$ cat config.mk
export PLATFORM = sky130hd
export DESIGN_NAME = rainbow_led_strip_framer_unit
export DESIGN_NICKNAME = d
export VERILOG_FILES = /design/src/sv/rlsf_pkg.sv /design/src/sv/rlsf_emitter.sv /design/src/sv/rainbow_led_strip_framer_unit.sv
export SDC_FILE = /design/constraint.sdc
export NUM_CORES = 1
export LEC_CHECK = 0
export BUFFER_PORTS_ARGS = -buffer_cell sky130_fd_sc_hd__buf_2
export CORE_ASPECT_RATIO = 1.5
export CORE_UTILIZATION = 53
export DETAILED_ROUTE_END_ITERATION = 16
export HOLD_SLACK_MARGIN = 0.1
export PLACE_DENSITY_LB_ADDON = 0.15
export SLEW_MARGIN = 20
export SYNTH_ARGS = -nofsm -noshare
export SYNTH_HDL_FRONTEND = slang
export SYNTH_SLANG_ARGS = --single-unit
$ cat constraint.sdc
create_clock -name clk_i -period 8.9 [get_ports clk_i]
set_input_delay 0.89 -clock clk_i [delete_from_list [all_inputs] [get_ports clk_i]]
set_output_delay 0.89 -clock clk_i [all_outputs]
set_load 0.03 [all_outputs]
$ cat src/sv/rlsf_pkg.sv
// ----------------------------------------------------------------------------
// rlsf_pkg
// Shared types, constants and the color wheel function for the LED strip
// framer.
// ----------------------------------------------------------------------------
package rlsf_pkg;

  localparam int unsigned LedCount = 3;

  localparam logic [1:0] CMD_TICK    = 2'd0;
  localparam logic [1:0] CMD_SET     = 2'd1;
  localparam logic [1:0] CMD_RAINBOW = 2'd2;

  localparam logic KIND_FRAME = 1'b0;
  localparam logic KIND_ERROR = 1'b1;

  localparam logic [4:0] BrightReset = 5'd1;
  localparam logic [7:0] HeaderMark  = 8'hE0;
  localparam logic [7:0] StartByte   = 8'h00;
  localparam logic [7:0] EndByte     = 8'hFF;

  typedef struct packed {
    logic [1:0] command;
    logic [3:0] led_sel;
    logic [7:0] red;
    logic [7:0] green;
    logic [7:0] blue;
  } in_beat_t;

  typedef struct packed {
    logic       kind;
    logic [7:0] frame_byte;
    logic       last;
  } out_beat_t;

  typedef struct packed {
    logic frame;
    logic error;
  } emit_req_t;

  // Returns {red, green, blue}.
  function automatic logic [23:0] wheel_color(input logic [7:0] pos);
    logic [7:0] p;
    logic [7:0] q;
    logic [7:0] p3;
    logic [7:0] r;
    logic [7:0] g;
    logic [7:0] b;
    p = 8'd255 - pos;
    if (p < 8'd85) begin
      q = p;
    end else if (p < 8'd170) begin
      q = p - 8'd85;
    end else begin
      q = p - 8'd170;
    end
    p3 = 8'({q, 1'b0} + {1'b0, q});
    if (p < 8'd85) begin
      r = 8'd255 - p3;
      g = 8'd0;
      b = p3;
    end else if (p < 8'd170) begin
      r = 8'd0;
      g = p3;
      b = 8'd255 - p3;
    end else begin
      r = p3;
      g = 8'd255 - p3;
      b = 8'd0;
    end
    return {r, g, b};
  endfunction

endpackage

$ cat src/sv/rlsf_emitter.sv
// ----------------------------------------------------------------------------
// rlsf_emitter
// Frame byte sequencer: walks start bytes, per-LED header and color bytes and
// end bytes, one beat per cycle into an output register unless the receiver
// stalls; also sends the invalid index report.
// ----------------------------------------------------------------------------
module rlsf_emitter import rlsf_pkg::*; #(
  parameter int unsigned LED_COUNT = LedCount,
  localparam int unsigned LedW = (LED_COUNT > 1) ? $clog2(LED_COUNT) : 1
) (
  input  logic            clk_i,
  input  logic            rst_ni,
  input  emit_req_t       req_i,
  input  logic [4:0]      brightness_i,
  input  logic [23:0]     led_color_i,
  output logic [LedW-1:0] led_idx_o,
  output logic            busy_o,
  output logic            out_valid_o,
  input  logic            out_stall_i,
  output out_beat_t       out_beat_o
);

  typedef enum logic [2:0] {
    E_IDLE,
    E_HEAD,
    E_LEDS,
    E_TAIL,
    E_ERR
  } emit_state_e;

  localparam logic [LedW-1:0] LastLed = LedW'(LED_COUNT - 1);

  emit_state_e     state_q, state_d;
  logic [1:0]      cnt_q, cnt_d;
  logic [LedW-1:0] led_q, led_d;
  logic            out_valid_q, out_valid_d;
  out_beat_t       out_beat_q, out_beat_d;
  logic            slot_free;

  assign slot_free   = !out_valid_q || !out_stall_i;
  assign busy_o      = (state_q != E_IDLE);
  assign led_idx_o   = led_q;
  assign out_valid_o = out_valid_q;
  assign out_beat_o  = out_beat_q;

  always_comb begin
    state_d     = state_q;
    cnt_d       = cnt_q;
    led_d       = led_q;
    out_valid_d = out_valid_q && out_stall_i;
    out_beat_d  = out_beat_q;
    case (state_q)
      E_IDLE: begin
        cnt_d = 2'd0;
        led_d = '0;
        if (req_i.error) begin
          state_d = E_ERR;
        end else if (req_i.frame) begin
          state_d = E_HEAD;
        end
      end
      E_HEAD: begin
        if (slot_free) begin
          out_valid_d = 1'b1;
          out_beat_d  = '{kind: KIND_FRAME, frame_byte: StartByte, last: 1'b0};
          cnt_d       = cnt_q + 2'd1;
          if (cnt_q == 2'd3) begin
            state_d = E_LEDS;
          end
        end
      end
      E_LEDS: begin
        if (slot_free) begin
          out_valid_d = 1'b1;
          out_beat_d.kind = KIND_FRAME;
          out_beat_d.last = 1'b0;
          case (cnt_q)
            2'd0:    out_beat_d.frame_byte = HeaderMark | {3'd0, brightness_i};
            2'd1:    out_beat_d.frame_byte = led_color_i[7:0];
            2'd2:    out_beat_d.frame_byte = led_color_i[15:8];
            default: out_beat_d.frame_byte = led_color_i[23:16];
          endcase
          cnt_d = cnt_q + 2'd1;
          if (cnt_q == 2'd3) begin
            if (led_q == LastLed) begin
              state_d = E_TAIL;
            end else begin
              led_d = led_q + LedW'(1);
            end
          end
        end
      end
      E_TAIL: begin
        if (slot_free) begin
          out_valid_d = 1'b1;
          out_beat_d  = '{kind: KIND_FRAME, frame_byte: EndByte, last: (cnt_q == 2'd3)};
          cnt_d       = cnt_q + 2'd1;
          if (cnt_q == 2'd3) begin
            state_d = E_IDLE;
          end
        end
      end
      E_ERR: begin
        if (slot_free) begin
          out_valid_d = 1'b1;
          out_beat_d  = '{kind: KIND_ERROR, frame_byte: 8'd0, last: 1'b1};
          state_d     = E_IDLE;
        end
      end
      default: state_d = E_IDLE;
    endcase
  end

  always_ff @(posedge clk_i or negedge rst_ni) begin
    if (!rst_ni) begin
      state_q     <= E_IDLE;
      cnt_q       <= 2'd0;
      led_q       <= '0;
      out_valid_q <= 1'b0;
      out_beat_q  <= '0;
    end else begin
      state_q     <= state_d;
      cnt_q       <= cnt_d;
      led_q       <= led_d;
      out_valid_q <= out_valid_d;
      out_beat_q  <= out_beat_d;
    end
  end

endmodule

$ cat src/sv/rainbow_led_strip_framer_unit.sv
// ----------------------------------------------------------------------------
// rainbow_led_strip_framer_unit
// LED strip framer with per-LED colors and a color wheel rainbow mode.
// ----------------------------------------------------------------------------
// Usage:
//   Input channel (in_valid_i / in_stall_o / in_beat_i) takes commands: tick,
//   set one LED color and clear all others, start rainbow mode. Output
//   channel (out_valid_o / out_stall_i / out_beat_o) gives frame bytes or an
//   invalid index report, with last set on the final beat of each one.
//   Config channel (cfg_valid_i / cfg_ready_o / cfg_data_i) writes the 5-bit
//   brightness; always ready, write only while idle.
//   Set and rainbow commands give no beats; an invalid index sends the
//   sequencer to its error state, which loads the report beat.
//   A tick in pending mode streams 8 + 4*LED_COUNT bytes, one per cycle while
//   the receiver does not stall, the first loaded into the output register
//   after the sequencer leaves idle; the next command is taken when it is
//   idle again. A tick in rainbow mode first writes the wheel color into
//   each LED. in_stall_o stays high until the last beat is in the output
//   register. A receiver stall holds the output register and pauses the
//   sequencer. Reset clears all LED colors, the wheel position and the mode;
//   brightness returns to 1.
// ----------------------------------------------------------------------------
module rainbow_led_strip_framer_unit import rlsf_pkg::*; #(
  parameter int unsigned LED_COUNT = LedCount
) (
  input  logic      clk_i,
  input  logic      rst_ni,
  input  logic      in_valid_i,
  output logic      in_stall_o,
  input  in_beat_t  in_beat_i,
  output logic      out_valid_o,
  input  logic      out_stall_i,
  output out_beat_t out_beat_o,
  input  logic      cfg_valid_i,
  output logic      cfg_ready_o,
  input  logic [4:0] cfg_data_i
);

  localparam int unsigned LedW = (LED_COUNT > 1) ? $clog2(LED_COUNT) : 1;
  localparam logic [LedW-1:0] LastLed = LedW'(LED_COUNT - 1);

  typedef enum logic [1:0] {
    MODE_IDLE,
    MODE_RAINBOW,
    MODE_PENDING
  } mode_e;

  typedef enum logic {
    T_IDLE,
    T_FILL
  } top_state_e;

  top_state_e      state_q, state_d;
  mode_e           mode_q, mode_d;
  logic [7:0]      wheel_q, wheel_d;
  logic [LedW-1:0] fill_q, fill_d;
  logic [4:0]      bright_q;
  logic [23:0]     colors_q [LED_COUNT];
  logic [23:0]     colors_d [LED_COUNT];
  emit_req_t       req;
  logic            emit_busy;
  logic [LedW-1:0] led_idx;
  logic            in_accept;
  logic            idx_ok;

  assign in_stall_o  = (state_q != T_IDLE) || emit_busy;
  assign in_accept   = in_valid_i && !in_stall_o;
  assign cfg_ready_o = 1'b1;
  assign idx_ok      = ({1'b0, in_beat_i.led_sel} < 5'(LED_COUNT));

  always_comb begin
    state_d  = state_q;
    mode_d   = mode_q;
    wheel_d  = wheel_q;
    fill_d   = fill_q;
    colors_d = colors_q;
    req      = '0;
    case (state_q)
      T_IDLE: begin
        fill_d = '0;
        if (in_accept) begin
          case (in_beat_i.command)
            CMD_SET: begin
              for (int i = 0; i < LED_COUNT; i++) begin
                colors_d[i] = 24'd0;
              end
              if (idx_ok) begin
                colors_d[in_beat_i.led_sel[LedW-1:0]] =
                  {in_beat_i.red, in_beat_i.green, in_beat_i.blue};
                mode_d = MODE_PENDING;
              end else begin
                req.error = 1'b1;
              end
            end
            CMD_RAINBOW: mode_d = MODE_RAINBOW;
            CMD_TICK: begin
              if (mode_q == MODE_PENDING) begin
                mode_d    = MODE_IDLE;
                req.frame = 1'b1;
              end else if (mode_q == MODE_RAINBOW) begin
                state_d = T_FILL;
              end
            end
            default: ;
          endcase
        end
      end
      T_FILL: begin
        colors_d[fill_q] = wheel_color(wheel_q);
        fill_d           = fill_q + LedW'(1);
        if (fill_q == LastLed) begin
          req.frame = 1'b1;
          wheel_d   = wheel_q + 8'd1;
          state_d   = T_IDLE;
        end
      end
      default: state_d = T_IDLE;
    endcase
  end

  always_ff @(posedge clk_i or negedge rst_ni) begin
    if (!rst_ni) begin
      state_q  <= T_IDLE;
      mode_q   <= MODE_IDLE;
      wheel_q  <= 8'd0;
      fill_q   <= '0;
      bright_q <= BrightReset;
      for (int i = 0; i < LED_COUNT; i++) begin
        colors_q[i] <= 24'd0;
      end
    end else begin
      state_q  <= state_d;
      mode_q   <= mode_d;
      wheel_q  <= wheel_d;
      fill_q   <= fill_d;
      colors_q <= colors_d;
      if (cfg_valid_i && cfg_ready_o) begin
        bright_q <= cfg_data_i;
      end
    end
  end

  rlsf_emitter #(
    .LED_COUNT(LED_COUNT)
  ) u_emitter (
    .clk_i       (clk_i),
    .rst_ni      (rst_ni),
    .req_i       (req),
    .brightness_i(bright_q),
    .led_color_i (colors_q[led_idx]),
    .led_idx_o   (led_idx),
    .busy_o      (emit_busy),
    .out_valid_o (out_valid_o),
    .out_stall_i (out_stall_i),
    .out_beat_o  (out_beat_o)
  );

endmodule
Word level (Yosys, flattened, before mapping)
Index checks and enable logic that the tools add are counted.
{"block": "classes", "add_sub_neg": 9, "mul": 0, "div_mod_pow": 0, "n_lt_le_gt_ge": 8, "eq_ne": 28, "shifts": 0, "n_mux": 67, "bitwise_logic": 5, "n_reduce_logical": 26}
{"cell": "$mux W72", "n": 3}
{"cell": "$pmux W72 S2", "n": 1}
{"cell": "$demux W24 S2", "n": 2}
{"cell": "$mux W24", "n": 4}
{"cell": "$mux W8", "n": 12}
{"cell": "$and A72 B72 Y72", "n": 1}
{"cell": "$bwmux W72", "n": 1}
{"cell": "$bmux W24 S2", "n": 1}
{"cell": "$mux W10", "n": 4}
{"cell": "$pmux W10 S4", "n": 1}
{"cell": "$mux W3", "n": 10}
{"cell": "$pmux W8 S3", "n": 1}
{"cell": "$ne A2 B1 Y1 const B", "n": 10}
{"cell": "$sub A8 B8 Y8 const A", "n": 2}
{"cell": "$pmux W3 S5", "n": 1}
{"cell": "$mux W2", "n": 7}
{"cell": "$mux W1", "n": 13}
{"cell": "$eq A2 B2 Y1 const B", "n": 6}
{"cell": "$pmux W2 S2", "n": 3}
{"cell": "$reduce_and A5 Y1", "n": 2}
{"cell": "$ge A3 B3 Y1 const B", "n": 3}
{"cell": "$not A2 Y3", "n": 3}
{"cell": "$reduce_and A9 Y1", "n": 1}
{"cell": "$add A8 B1 Y8 const B", "n": 1}
{"cell": "other kinds (29)", "n": 50}
{"block": "word_totals", "reg_bits": 108, "latch_bits": 0, "ram_bits": 0, "mem_bits_ro": 0, "in_bits": 40, "n_memories": 0}

Logic depth before layout (Yosys ltp)
Gate-level depths: netlist (run 1).
{"block": "logic_depth", "word_depth": 12, "depth_mapped": 16}

Hierarchy
A second synthesis (run 1) with hierarchy kept.
{"block": "hier_totals", "hier_cells": 812, "area_unflattened_um2": 6854.1}
{"mod": "rainbow_led_strip_framer_unit", "instances": 1, "cells_per_inst": 694, "area_per_inst_um2": 5731.7, "seq_area_each_um2": 2253.4}
{"mod": "rlsf_emitter", "instances": 1, "cells_per_inst": 118, "area_per_inst_um2": 1122.3, "seq_area_each_um2": 450.4}

Least setup slack after synthesis (run 1)
OpenSTA, ideal clock, no wires.
{"block": "synth_path", "path_kind": "register -> register", "startpoint": "register wheel_q[1]", "endpoint": "register colors_q[69] (netlist bit)", "setup_time_ps": 121, "arrival_time_ps": 3584, "t_required_ps": 8779, "slack_ps": 5195, "path_stages_with_launch": 17, "cell_sequence": "dfrtp_1 > ha_1 > nor3_4 > nor2_1 > o21ai_1 > clkbuf_1 > a211oi_1 > a31o_2 > ha_1 > inv_1 > fa_1 > nor2b_1 > o31ai_1 > a21boi_1 > mux2i_1 > a21oi_1 > o22a_1"}
{"block": "synth_via", "elab_chain_cells": 11}
{"item": "start, declared", "line_no": "rainbow_led_strip_framer_unit.sv:55", "text": "logic [7:0] wheel_q, wheel_d;"}
{"item": "start signal, assigned", "line_no": "rainbow_led_strip_framer_unit.sv:134", "text": "wheel_q <= wheel_d;"}
{"item": "$sub A8 B8 Y8 *", "line_no": "rlsf_pkg.sv:49", "text": "p = 8'd255 - pos;"}
{"item": "$sub A8 B8 Y8, or another cell as far along", "line_no": "rlsf_pkg.sv:55", "text": "q = p - 8'd170;"}
{"item": "$mux W8", "line_no": "rlsf_pkg.sv:52", "text": "end else if (p < 8'd170) begin"}
{"item": "$mux W8", "line_no": "rlsf_pkg.sv:50", "text": "if (p < 8'd85) begin"}
{"item": "$mux W8", "line_no": "rainbow_led_strip_framer_unit.sv:78", "text": "case (state_q)"}
{"item": "$add A8 B8 Y8", "line_no": "rlsf_pkg.sv:57", "text": "p3 = 8'({q, 1'b0} + {1'b0, q});"}
{"item": "$sub A8 B8 Y8 / $mux W8 (equally long branches)", "line_no": "rlsf_pkg.sv:59, rlsf_pkg.sv:62"}
{"item": "$mux W8 *", "line_no": "rlsf_pkg.sv:58", "text": "if (p < 8'd85) begin"}
{"item": "$mux W8 *", "line_no": "rainbow_led_strip_framer_unit.sv:78"}
{"item": "$bwmux W72 *", "line_no": "rainbow_led_strip_framer_unit.sv:109", "text": "colors_d[fill_q] = wheel_color(wheel_q);"}
{"item": "$pmux W72 S2 *", "line_no": "rainbow_led_strip_framer_unit.sv:78"}
{"item": "end signal, assigned", "line_no": "rainbow_led_strip_framer_unit.sv:136", "text": "colors_q <= colors_d;"}
{"item": "end, declared", "line_no": "rainbow_led_strip_framer_unit.sv:58", "text": "logic [23:0] colors_q [LED_COUNT];"}
Every way passes the cells marked *; elsewhere a longest branch is shown, timed or not. The select of a mux whose other input is x is not followed.
A chain may end at the register's enable or synchronous reset.

Worst setup path after layout (run 1)
{"block": "layout_path", "startpoint": "register wheel_q[0]", "endpoint": "register colors_q[69] (netlist bit)"}
The elaborated chain is that of the path after synthesis.

==> qor.yml, run 1 <==
status: "completed"
final_cells: 969
rows: 50
ys_warn_count: 0
synth_mux_area_share_pct: 6.46
worstSetupEndpointType: "register"
synth_compound_gate_area_share_pct: 26.8
grt_max_degree: 74
wl_per_cell_um: 21.5
whs_path_depth: 1
htreeDepth: 3
ys_ff_latch: 108
n_fill_cell: 1152
grt_pass1_vias: 6480
ctsLongestPathBuffers: 2
area_growth_pct: 7.49
hold_class: "register to register"
cts-resized-gates: 0
period_needed_ns: 4.15
synth.avg_cell_area_um2: 8.64
relSlewSlack_pct: 30.0
drive_gt1_share_pct: 13.4
io_buffers: 51
yosys-top-cells-area: "dfrtp_1 39%, a21oi_1 6.9%, a211oi_1 3.8%"
synth_top_area_share_pct: 38.6
required_ns: 9.14
hold_viol_final: 0
tns_ns: 0
gp_congestion: 0.926
whs_endpoint: "fill_q[0]"
setup_violations: 0
dp.cells: 953
timing.rr.start: "wheel_q[0]"
reg2regPathDepth: 14
rsz0062_at_grt: "no"
drt_iter0_markers: 454
cts_buffers: 9
initial_utilization_pct: 54.8
drc: 0
synth_fp_nets: 863
p_sw_uw: 645
skew_ns: 0.00762
seqPwrFrac_pct: 43.0
drv_slew: 0
clock_power_share_pct: 22.4
min_from: "fill_q[0]"
worst_setup_path_start_kind: "register"
max_freq_ghz: 0.241
cts_setup_buffers: 0
syn_area_um2: 6930
antenna_cells: 0
die_x_um: 95.4
design_area_um2: 7450
p_per_area_nw_per_um2: 231
worst_pin_slew_ns: 1.05
synthDistinctLibCells: 62
p_leak_uw: 0.00309
synth_top_area_cell: "dfrtp_1"
dr.pass1.iters: 5
die_area_um2: 13500
grt_pass1_wl_mm: 33.3
post_synth_most_frequent_cells: "107 x dfrtp_1, 95 x a21oi_1, 68 x nor2_1, 57 x nand2_1, 48 x o21ai_0"
cellInternalPower_uw: 1080
clk_latency_ns: 0.35
synthCells: 802
cts_tree: "yes"
die_h_um: 142
drt-total-wl_mm: 20.8
ant_nets: 0
final_util_pct: 58.9
vdd_drop_max_uv: 110
io_pins: 53
synthArstFlopShare_pct: 100
yosysSeqAreaShare_pct: 39.0
worstSetupPathType: "register to register"
core_um2: 12600
synth_edf_count: 0
swShare_pct: 37.4
synth_most_common_cell: "dfrtp_1"
power_uw: 1720
clock_sinks: 108
vias: 6482
cts-root-buf: "clkbuf_16"
rrSetupSlack_ns: 4.75
antenna_found_initial: 0
grt-ovfl-total: 0
fin_nets: 869
r2r-end: "colors_q[69]"
postCtsHoldBufs: 0
synthFlopType: "dfrtp_1"
cp_max_fo: 12
maxCapViolations: 0
yosys.area_share.simple_pct: 15.8
synth_top_family_by_area: "compound AO/OA/AOI/OAI gates"
vias_per_cell: 6.69
share_comb_of_total_power_pct: 34.6
crit_arrival_ns: 4.39
grt_usage_pct: 32.3
clk_pin_slew_ns: 0.07
synth-xor-area-share_pct: 2.40
hpwlAfterDp_mm: 14.3
fin_crit_sh_pct: 46.6
synth_fa_ha_area_share_pct: 3.90
placed_area_um2: 7170
[layout by cell type, fill, tap and decap left out, drive strengths merged, types with 3 or more instances in the layout]
master | netlist | layout
nor3 | 34 | 34
clkbuf | 39 | 10
o221ai | 6 | 6
nand3 | 15 | 15
a21oi | 97 | 97
inv | 22 | 23
clkinv | 0 | 3
nor3b | 3 | 3
xor2 | 4 | 4
ha | 20 | 20
nor4 | 4 | 4
mux2i | 20 | 20
nor2b | 14 | 14
a221oi | 3 | 3
o21a | 7 | 7
and3 | 7 | 7
dfrtp | 107 | 107
a211oi | 35 | 35
nand3b | 3 | 3
o22ai | 12 | 12
a31oi | 16 | 16
o22a | 12 | 12
a21o | 5 | 5
nand2 | 57 | 57
mux2 | 22 | 22
nor2 | 68 | 68
o211ai | 11 | 11
and4 | 8 | 8
buf | 27 | 61
and2 | 5 | 5
nand2b | 6 | 6
xnor2 | 15 | 15
o21ai | 56 | 56
a22oi | 16 | 16
[metrics by stage]
stage / setup WS (ns) / hold slack [ns]
floorplan: 5.19 / 0.424
global placement: 4.94 / 0.440
finish: 4.75 / 0.452
CTS: 4.81 / 0.453
global route: 4.39 / 0.499
detailed placement: 4.82 / 0.443
[cell families (layout without fill, tap and decap cells)]
family | after synthesis | after routing
AOI/OAI and AO/OA | 294 | 294
xor gates and xnor gates | 19 | 19
adders and majority gates | 21 | 21
buffers and inverters | 88 | 99
DFF | 108 | 108
muxes | 42 | 42
other | 1 | 1
and+or+nand+nor | 229 | 229
[layer usage]
metal / track usage (%) / wire length [µm]
met5: 0 / 0
met4: 16.7 / 878
met3: 5.34 / 1380
met2: 54.1 / 10600
met1: 39.3 / 7990
[critical path, stage by stage (launching register included)]
cell	delay, ns
dfrtp_1	0.55
ha_1	0.36
nor3_4	0.19
nor2_1	0.11
o21a_1	0.32
or3_1	0.35
nand3_1	0.10
o21ai_0	0.14
ha_1	0.35
nor2b_1	0.16
o31ai_1	0.30
a21boi_1	0.43
mux2i_1	0.36
a21oi_1	0.12
o22a_1	0.20
[cell type report]
type | count | area (µm²) | area share [%]
Sequential cell | 108 | 2700 | 36.3
Clock buffer | 10 | 239 | 3.21
Timing Repair Buffer | 61 | 333 | 4.47
Clock inverter | 6 | 38.8 | 0.521
Multi-Input combinational cell | 606 | 3860 | 51.8
Tap cell | 156 | 195 | 2.62
Inverter | 22 | 82.6 | 1.11
[how the worst max path moves through the flow]
stage          startpoint            to  slack, ns  depth (start not counted)
6_report       wheel_q[0]  colors_q[69]       4.75                         14
5_1_grt        wheel_q[4]  colors_q[45]       4.39                         14
4_1_cts        wheel_q[0]  colors_q[69]       4.81                         14
3_5_place_dp   wheel_q[0]  colors_q[69]       4.82                         14
3_3_place_gp   wheel_q[0]  colors_q[69]       4.94                         14
2_1_floorplan  wheel_q[1]  colors_q[69]       5.19                         16
[registers in the layout, indices dropped and copies added, names as in the netlist, 2 cells and up]
| name | flops |
|---|---|
| wheel_q | 8 |
| u_emitter.led_idx_o | 2 |
| u_emitter.cnt_q | 2 |
| u_emitter.out_beat_o | 10 |
| u_emitter.state_q | 3 |
| mode_q | 2 |
| bright_q | 5 |
| colors_q | 72 |
| fill_q | 2 |
[power groups by stage]
stage	registers [µW]	clock network [µW]	logic, µW
finish	741	386	597
global route	760	410	651
CTS	737	392	592
detailed placement	747	0	588
global placement	737	0	573
floorplan	746	0	411
(Power assumes the default switching activity.)
==> run 2: changes to the inputs <==
clock period = 4 ns   (was 8.9 ns; I/O delays follow)
==> run 2 against run 1 <==
Compared with the run above:
- combinational power increased by 120%
- highest routed layer unchanged
- non-clock buffer count increased by 14
- clock-buffer cell count decreased by 1
- design area increased by 1.9%
- setup slack got worse by 4.5 ns
- utilization increased by 1.1 points
- die area unchanged
==> qor.yml, run 2 (synthesis results as in run 1) <==
status: "completed"
grt_max_degree: 63  # -15%
fin_crit_sh_pct: 92.7  # +46 points
seqPwrFrac_pct: 43.3  # +0.3 points
fin_ws_ns: 0.293  # -4.46 ns
p_leak_uw: 0.00317  # +2.6%
slowest_delay_ns: 0.39  # -0.16 ns
initial_utilization_pct: 54.8  # unchanged
cts_setup_buffers: 0  # unchanged
vias_per_cell: 6.63  # -0.83%
worstSetupPathType: "register to register"
grt-ovfl-total: 0  # unchanged
largest_register_ffs: 72  # unchanged
share_comb_of_total_power_pct: 33.0  # -1.6 points
swShare_pct: 36.9  # -0.53 points
cts-root-buf: "clkbuf_16"
vdd_drop_max_uv: 287  # +160%
grt_usage_pct: 32.0  # -0.31 points
slowest_stage: "dfrtp_1"
crit_family: "compound AO/OA/AOI/OAI gates"
die_h_um: 142  # unchanged
dr.pass1.iters: 6  # +1
cp_max_fo: 5  # -7
setup_violations: 0  # unchanged
antenna_cells: 0  # unchanged
fin_hold_ws_ns: 0.278  # -0.174 ns
vias: 6521  # +0.60%
io_buffers: 51  # unchanged
drt_iter0_markers: 521  # +15%
grt_pass1_wl_mm: 33.0  # -0.89%
post-place-ws_ns: 0.212  # -4.61 ns
rsz0062_at_grt: "no"
cts_buffers: 9  # unchanged
drt-total-wl_mm: 20.6  # -0.79%
crit_arrival_ns: 3.95  # -0.44 ns
ant_nets: 0  # unchanged
cts_tree: "yes"
core_um2: 12600  # unchanged
fin_nets: 883  # +1.6%
area_growth_pct: 9.52
largest_register: "colors_q"
grt_pass1_vias: 6463  # -0.26%
p_sw_uw: 1440  # +120%
drive_gt1_share_pct: 15.1  # +1.7 points
path_cells: "ha_1 -> nor3_4 -> nor2_1 -> o21a_1 -> or3_1 -> nand3_1 -> o21ai_0 -> ha_1 -> nor2b_1 -> o31ai_1 -> a21boi_2 -> mux2i_1 -> a21oi_1 -> o22a_1"
cellInternalPower_uw: 2460  # +130%
wl_per_cell_um: 21.0  # -2.2%
placed_area_um2: 7270  # +1.4%
final_common_cell: "dfrtp_1"
hold_class: "input port to register"
clk_latency_ns: 0.35  # about the same
worst_pin_slew_ns: 1.16  # +0.108 ns
clock_sinks: 108  # unchanged
crit_buf_inv: 0  # unchanged
crit_path_frequent_cell: "ha_1"
relSlewSlack_pct: 23.0  # -7.0 points
worst_setup_path_start_kind: "register"
hpwlAfterDp_mm: 14.4  # +0.78%
clk_pin_slew_ns: 0.08  # about the same
ctsLongestPathBuffers: 2  # unchanged
antenna_found_initial: 0  # unchanged
required_ns: 4.24  # -4.90 ns
period_needed_ns: 3.71  # -0.442 ns
hold_viol_final: 0  # unchanged
die_area_um2: 13500  # unchanged
drv_slew: 0  # unchanged
final_cell_mix: "107 x dfrtp_1, 95 x a21oi_1, 68 x nor2_1, 57 x nand2_1, 50 x buf_2"
skew_ns: 0.00892  # +0.00130 ns
rows: 50  # unchanged
drc: 0  # unchanged
gp_congestion: 0.989  # +6.7%
clock_power_share_pct: 23.7  # +1.3 points
io_pins: 53  # unchanged
worstSetupEndpointType: "register"
tns_ns: 0  # unchanged
max_freq_ghz: 0.270  # +12%
power_uw: 3890  # +130%
htreeDepth: 3  # unchanged
design_area_um2: 7590  # +1.9%
maxCapViolations: 0  # unchanged
p_per_area_nw_per_um2: 513  # +120%
die_x_um: 95.4  # unchanged
run 2: changes by cell type in the layout (fill, tap and decap cells not counted), sizes merged:
cell,previous run,this run
bufinv,0,1
buf,61,74
clkinvlp,2,1
clkbuf,10,9
clkinv,3,4
dlygate4sd3,0,1
run 2: per-stage QoR:
step                      cells  utilization, %
after floorplan             802               -
after global placement      966            57.5
after detailed placement    966            57.5
after CTS                   983            60.0
after global routing        983            60.0
final                       983            60.0
run 2: metal layers:
metal  up-vias  wire, µm  track usage [%]
met4         0       847             15.4
met2       314     10400             54.8
met1      3157      8100             38.6
li1       2978         -                -
met3        72      1320             4.91
met5         -         0                0
run 2: worst paths after layout:
kind / cells past startpoint / to / start / slack [ns]
max in group asynchronous: 3 / bright_q[0] / rst_ni / 2.45
max: 14 / colors_q[69] / wheel_q[0] / 0.29
min in group asynchronous: 2 / u_emitter.state_q[2] / rst_ni / 0.60
min reg2reg: 1 / u_emitter.out_beat_o[7] / u_emitter.out_beat_o[7] / 0.48
min: 2 / bright_q[3] / cfg_data_i[3] / 0.28
max reg2reg: 14 / colors_q[69] / wheel_q[0] / 0.29
run 2: cell type report:
type                       count  area, µm²
fill                        1159       5050
multi-input combinational    606       3860
sequential                   108       2700
timing repair buffer          75        440
clock buffer                   9        225
tap                          156        195
inverter                      22       82.6
clock inverter                 7       76.3
run 2: power groups by stage:
stage                     Combinational (µW)  Sequential [µW]  Clock [µW]
after floorplan                          915             1660           0
after global placement                  1230             1670           0
after detailed placement                1260             1700           0
after CTS                               1280             1680         938
after global routing                    1410             1730         975
final                                   1290             1680         921
run 2: what timing repair did:
item,4_1_cts,5_1_grt
hold buffers,1,0
gates resized for setup,0,3
endpoints found under the setup margin,0,3
endpoints found under the hold margin,43,0
==> run 3: changes to the inputs <==
CORE_ASPECT_RATIO = not set   (was 1.5)
SYNTH_HIERARCHICAL = 1   (was not set)
==> run 3 against run 2 <==
Compared with the run above:
- non-clock buffer count is 4 lower
- critical path depth is 2 lower
- largest power group unchanged
- utilization is 0.33 points lower
- highest routed layer unchanged
- synthesized cell count is 1.2% higher
- hold slack better by 0.0027 ns
- via count is 4.2% lower
- clock-buffer cell count is 4 higher
- power is 1.3% lower
- die area is 1.1% lower
- critical endpoint is now colors_q[30]
- maximum frequency is 0.77% higher
- register-to-register slack better by 0.03 ns
==> qor.yml, run 3 <==
synthDistinctLibCells: 66  # +6.5%
relSlewSlack_pct: 28.5  # +5.5 points
status: "completed"
die_h_um: 116  # -19%
ant_nets: 0  # unchanged
dr.pass1.iters: 5  # -1
fin_hold_ws_ns: 0.281  # +0.00265 ns
final_util_pct: 59.7  # -0.33 points
synth_most_common_cell: "dfrtp_1"
grt_max_degree: 87  # +38%
maxCapViolations: 0  # unchanged
hold_class: "input port to register"
crit_buf_inv: 0  # unchanged
worstSetupEndpointType: "register"
crit_path_frequent_cell: "ha_1"
synthArstFlopShare_pct: 100  # unchanged
drv_slew: 0  # unchanged
worst_pin_slew_ns: 1.07  # -0.0855 ns
vias: 6250  # -4.2%
cts-root-buf: "clkbuf_16"
synth_top_area_cell: "dfrtp_1"
syn_area_um2: 6850  # -1.1%
drc: 0  # unchanged
cp_max_fo: 7  # +2
grt_pass1_vias: 5808  # -10%
io_pins: 53  # unchanged
die_x_um: 116  # +21%
cts_tree: "yes"
hold_viol_final: 0  # unchanged
wl_per_cell_um: 19.2  # -8.6%
crit_family: "compound AO/OA/AOI/OAI gates"
initial_utilization_pct: 54.3  # -0.52 points
seqPwrFrac_pct: 42.3  # -1.0 points
slowest_stage: "o21ai_1"
required_ns: 4.21  # -0.03 ns
core_um2: 12600  # -0.14%
synthCells: 812  # +1.2%
cellInternalPower_uw: 2410  # -1.7%
clock_power_share_pct: 24.0  # +0.3 points
clock_sinks: 108  # unchanged
p_sw_uw: 1430  # -0.57%
rows: 41  # -18%
max_freq_ghz: 0.272  # +0.77%
antenna_cells: 0  # unchanged
worstSetupPathType: "register to register"
gp_congestion: 1.01  # +2.3%
p_per_area_nw_per_um2: 510  # -0.58%
clk_pin_slew_ns: 0.07  # about the same
synth_edf_count: 0  # unchanged
grt-ovfl-total: 0  # unchanged
yosys-top-cells-area: "dfrtp_1 39%, o21ai_0 6.2%, a21oi_1 5.5%"
crit_arrival_ns: 3.89  # -0.06 ns
vdd_drop_max_uv: 306  # +6.5%
ys_warn_count: 6  # +6
drt-total-wl_mm: 19.3  # -6.7%
largest_register: "colors_q"
slowest_delay_ns: 0.47  # +0.08 ns
synth_fp_nets: 873  # +1.2%
drive_gt1_share_pct: 13.1  # -2.0 points
area_growth_pct: 9.95
yosysSeqAreaShare_pct: 39.4  # +0.43 points
final_common_cell: "dfrtp_1"
path_cells: "ha_1 -> o211a_1 -> o21ai_1 -> a31oi_1 -> o211ai_1 -> xnor2_1 -> ha_1 -> nor2b_1 -> a221oi_1 -> nand3_1 -> mux2i_1 -> a21oi_1"
fin_nets: 888  # +0.57%
die_area_um2: 13400  # -1.1%
htreeDepth: 3  # unchanged
synthFlopType: "dfrtp_1"
io_buffers: 51  # unchanged
setup_violations: 0  # unchanged
worst_setup_path_start_kind: "register"
fin_crit_sh_pct: 92.0  # -0.71 points
skew_ns: 0.0113  # +0.00239 ns
synth.avg_cell_area_um2: 8.44  # -2.3%
cts_buffers: 9  # unchanged
clk_latency_ns: 0.36  # about the same
ys_ff_latch: 108  # unchanged
synth_top_area_share_pct: 39.1  # +0.42 points
drt_iter0_markers: 437  # -16%
largest_register_ffs: 72  # unchanged
rsz0062_at_grt: "no"
p_leak_uw: 0.00314  # -0.95%
share_comb_of_total_power_pct: 33.7  # +0.7 points
antenna_found_initial: 0  # unchanged
tns_ns: 0  # unchanged
final_cell_mix: "107 x dfrtp_1, 98 x nand2_1, 85 x o21ai_0, 76 x a21oi_1, 68 x nor3_1"
grt_pass1_wl_mm: 30.6  # -7.4%
grt_usage_pct: 30.0  # -2.1 points
n_fill_cell: 1150  # -0.78%
swShare_pct: 37.2  # +0.26 points
vias_per_cell: 6.23  # -6.2%
cts_setup_buffers: 0  # unchanged
period_needed_ns: 3.68  # -0.0283 ns
ctsLongestPathBuffers: 2  # unchanged
hpwlAfterDp_mm: 12.9  # -11%
post_synth_most_frequent_cells: "107 x dfrtp_1, 99 x nand2_1, 85 x o21ai_0, 76 x a21oi_1, 69 x nor3_1"
run 3: changes by cell type after synthesis, moves of 10 or more:
cell,delta
a21oi_1,-19
o21ai_0,+37
mux2i_1,+10
nand2_1,+42
mux2_2,-16
nor2_1,-38
nor3_1,+36
run 3: power by group through the flow:
stage	registers, µW	clock network, µW	logic, µW
floorplan	1670	0	843
global placement	1610	0	1240
detailed placement	1640	0	1270
CTS	1620	942	1280
global route	1660	975	1420
finish	1620	924	1290
run 3: final timing paths:
kind	from	endpoint	slack (ns)	cells after the start
max	wheel_q[0]	colors_q[30]	0.32	12
min in group asynchronous	rst_ni	u_emitter/state_q[2]	0.50	2
max in group asynchronous	rst_ni	colors_q[70]	2.49	3
min reg2reg	fill_q[0]	fill_q[0]	0.48	1
min	in_beat_i[28]	mode_q[0]	0.28	2
max reg2reg	wheel_q[0]	colors_q[30]	0.32	12
run 3: cell type report:
type                       count  area [µm²]  share of cell area (%)
clock inverter                 3        45.0                   0.598
clock buffer                  13         260                    3.45
timing repair buffer          71         423                    5.61
tap                          172         215                    2.86
multi-input combinational    611        3790                    50.3
inverter                      26        97.6                    1.30
sequential                   108        2700                    35.9
run 3: worst register-to-register path: cells and delay by family (launching register included):
kind | cells | cell delay, ns
multiplexers | 1 | 0.38
flip-flops | 1 | 0.38
XOR/XNOR | 1 | 0.19
AO/OA/AOI/OAI | 6 | 1.61
AND/OR/NAND/NOR | 2 | 0.42
adder cells (fa/ha/maj) | 2 | 0.57
run 3: cell families (layout without fill, tap and decap cells):
family          count (synthesis)  count (layout)  synth area share [%]
flops                         108             108                  39.4
fa+ha+maj                      21              21                  3.94
mux                            36              36                  5.37
xor+xnor                       20              20                  2.76
simple gates                  259             259                  18.0
other cells                     1               1                0.0547
compound gates                274             274                  24.8
buf+inv                        93             113                  5.57
run 3: through the flow:
| stage | setup WS, ns | instance area (µm²) | total power (µW) | instances |
|---|---|---|---|---|
| final | 0.322 | 7540 | 3840 | 1004 |
| after global routing | 0.0395 | 7540 | 4060 | 1004 |
| after global placement | 0.468 | 7210 | 2850 | 987 |
| after floorplan | 0.475 | 6850 | 2510 | 812 |
| after detailed placement | 0.300 | 7210 | 2910 | 987 |
| after CTS | 0.259 | 7520 | 3840 | 1004 |
run 3: metal layers:
layer,track usage [%],up-vias,part of all wire (%)
met4,8.46,0,1.8
li1,-,2960,-
met2,50.1,298,49
met1,39.1,2963,41
met3,6.80,29,8.8
met5,0,-,0
run 3: what timing repair did:
action	in CTS	in global routing
resized for setup	0	3
hold endpoints to repair	27	0
hold buffers	1	0
endpoints found under the setup margin	0	10
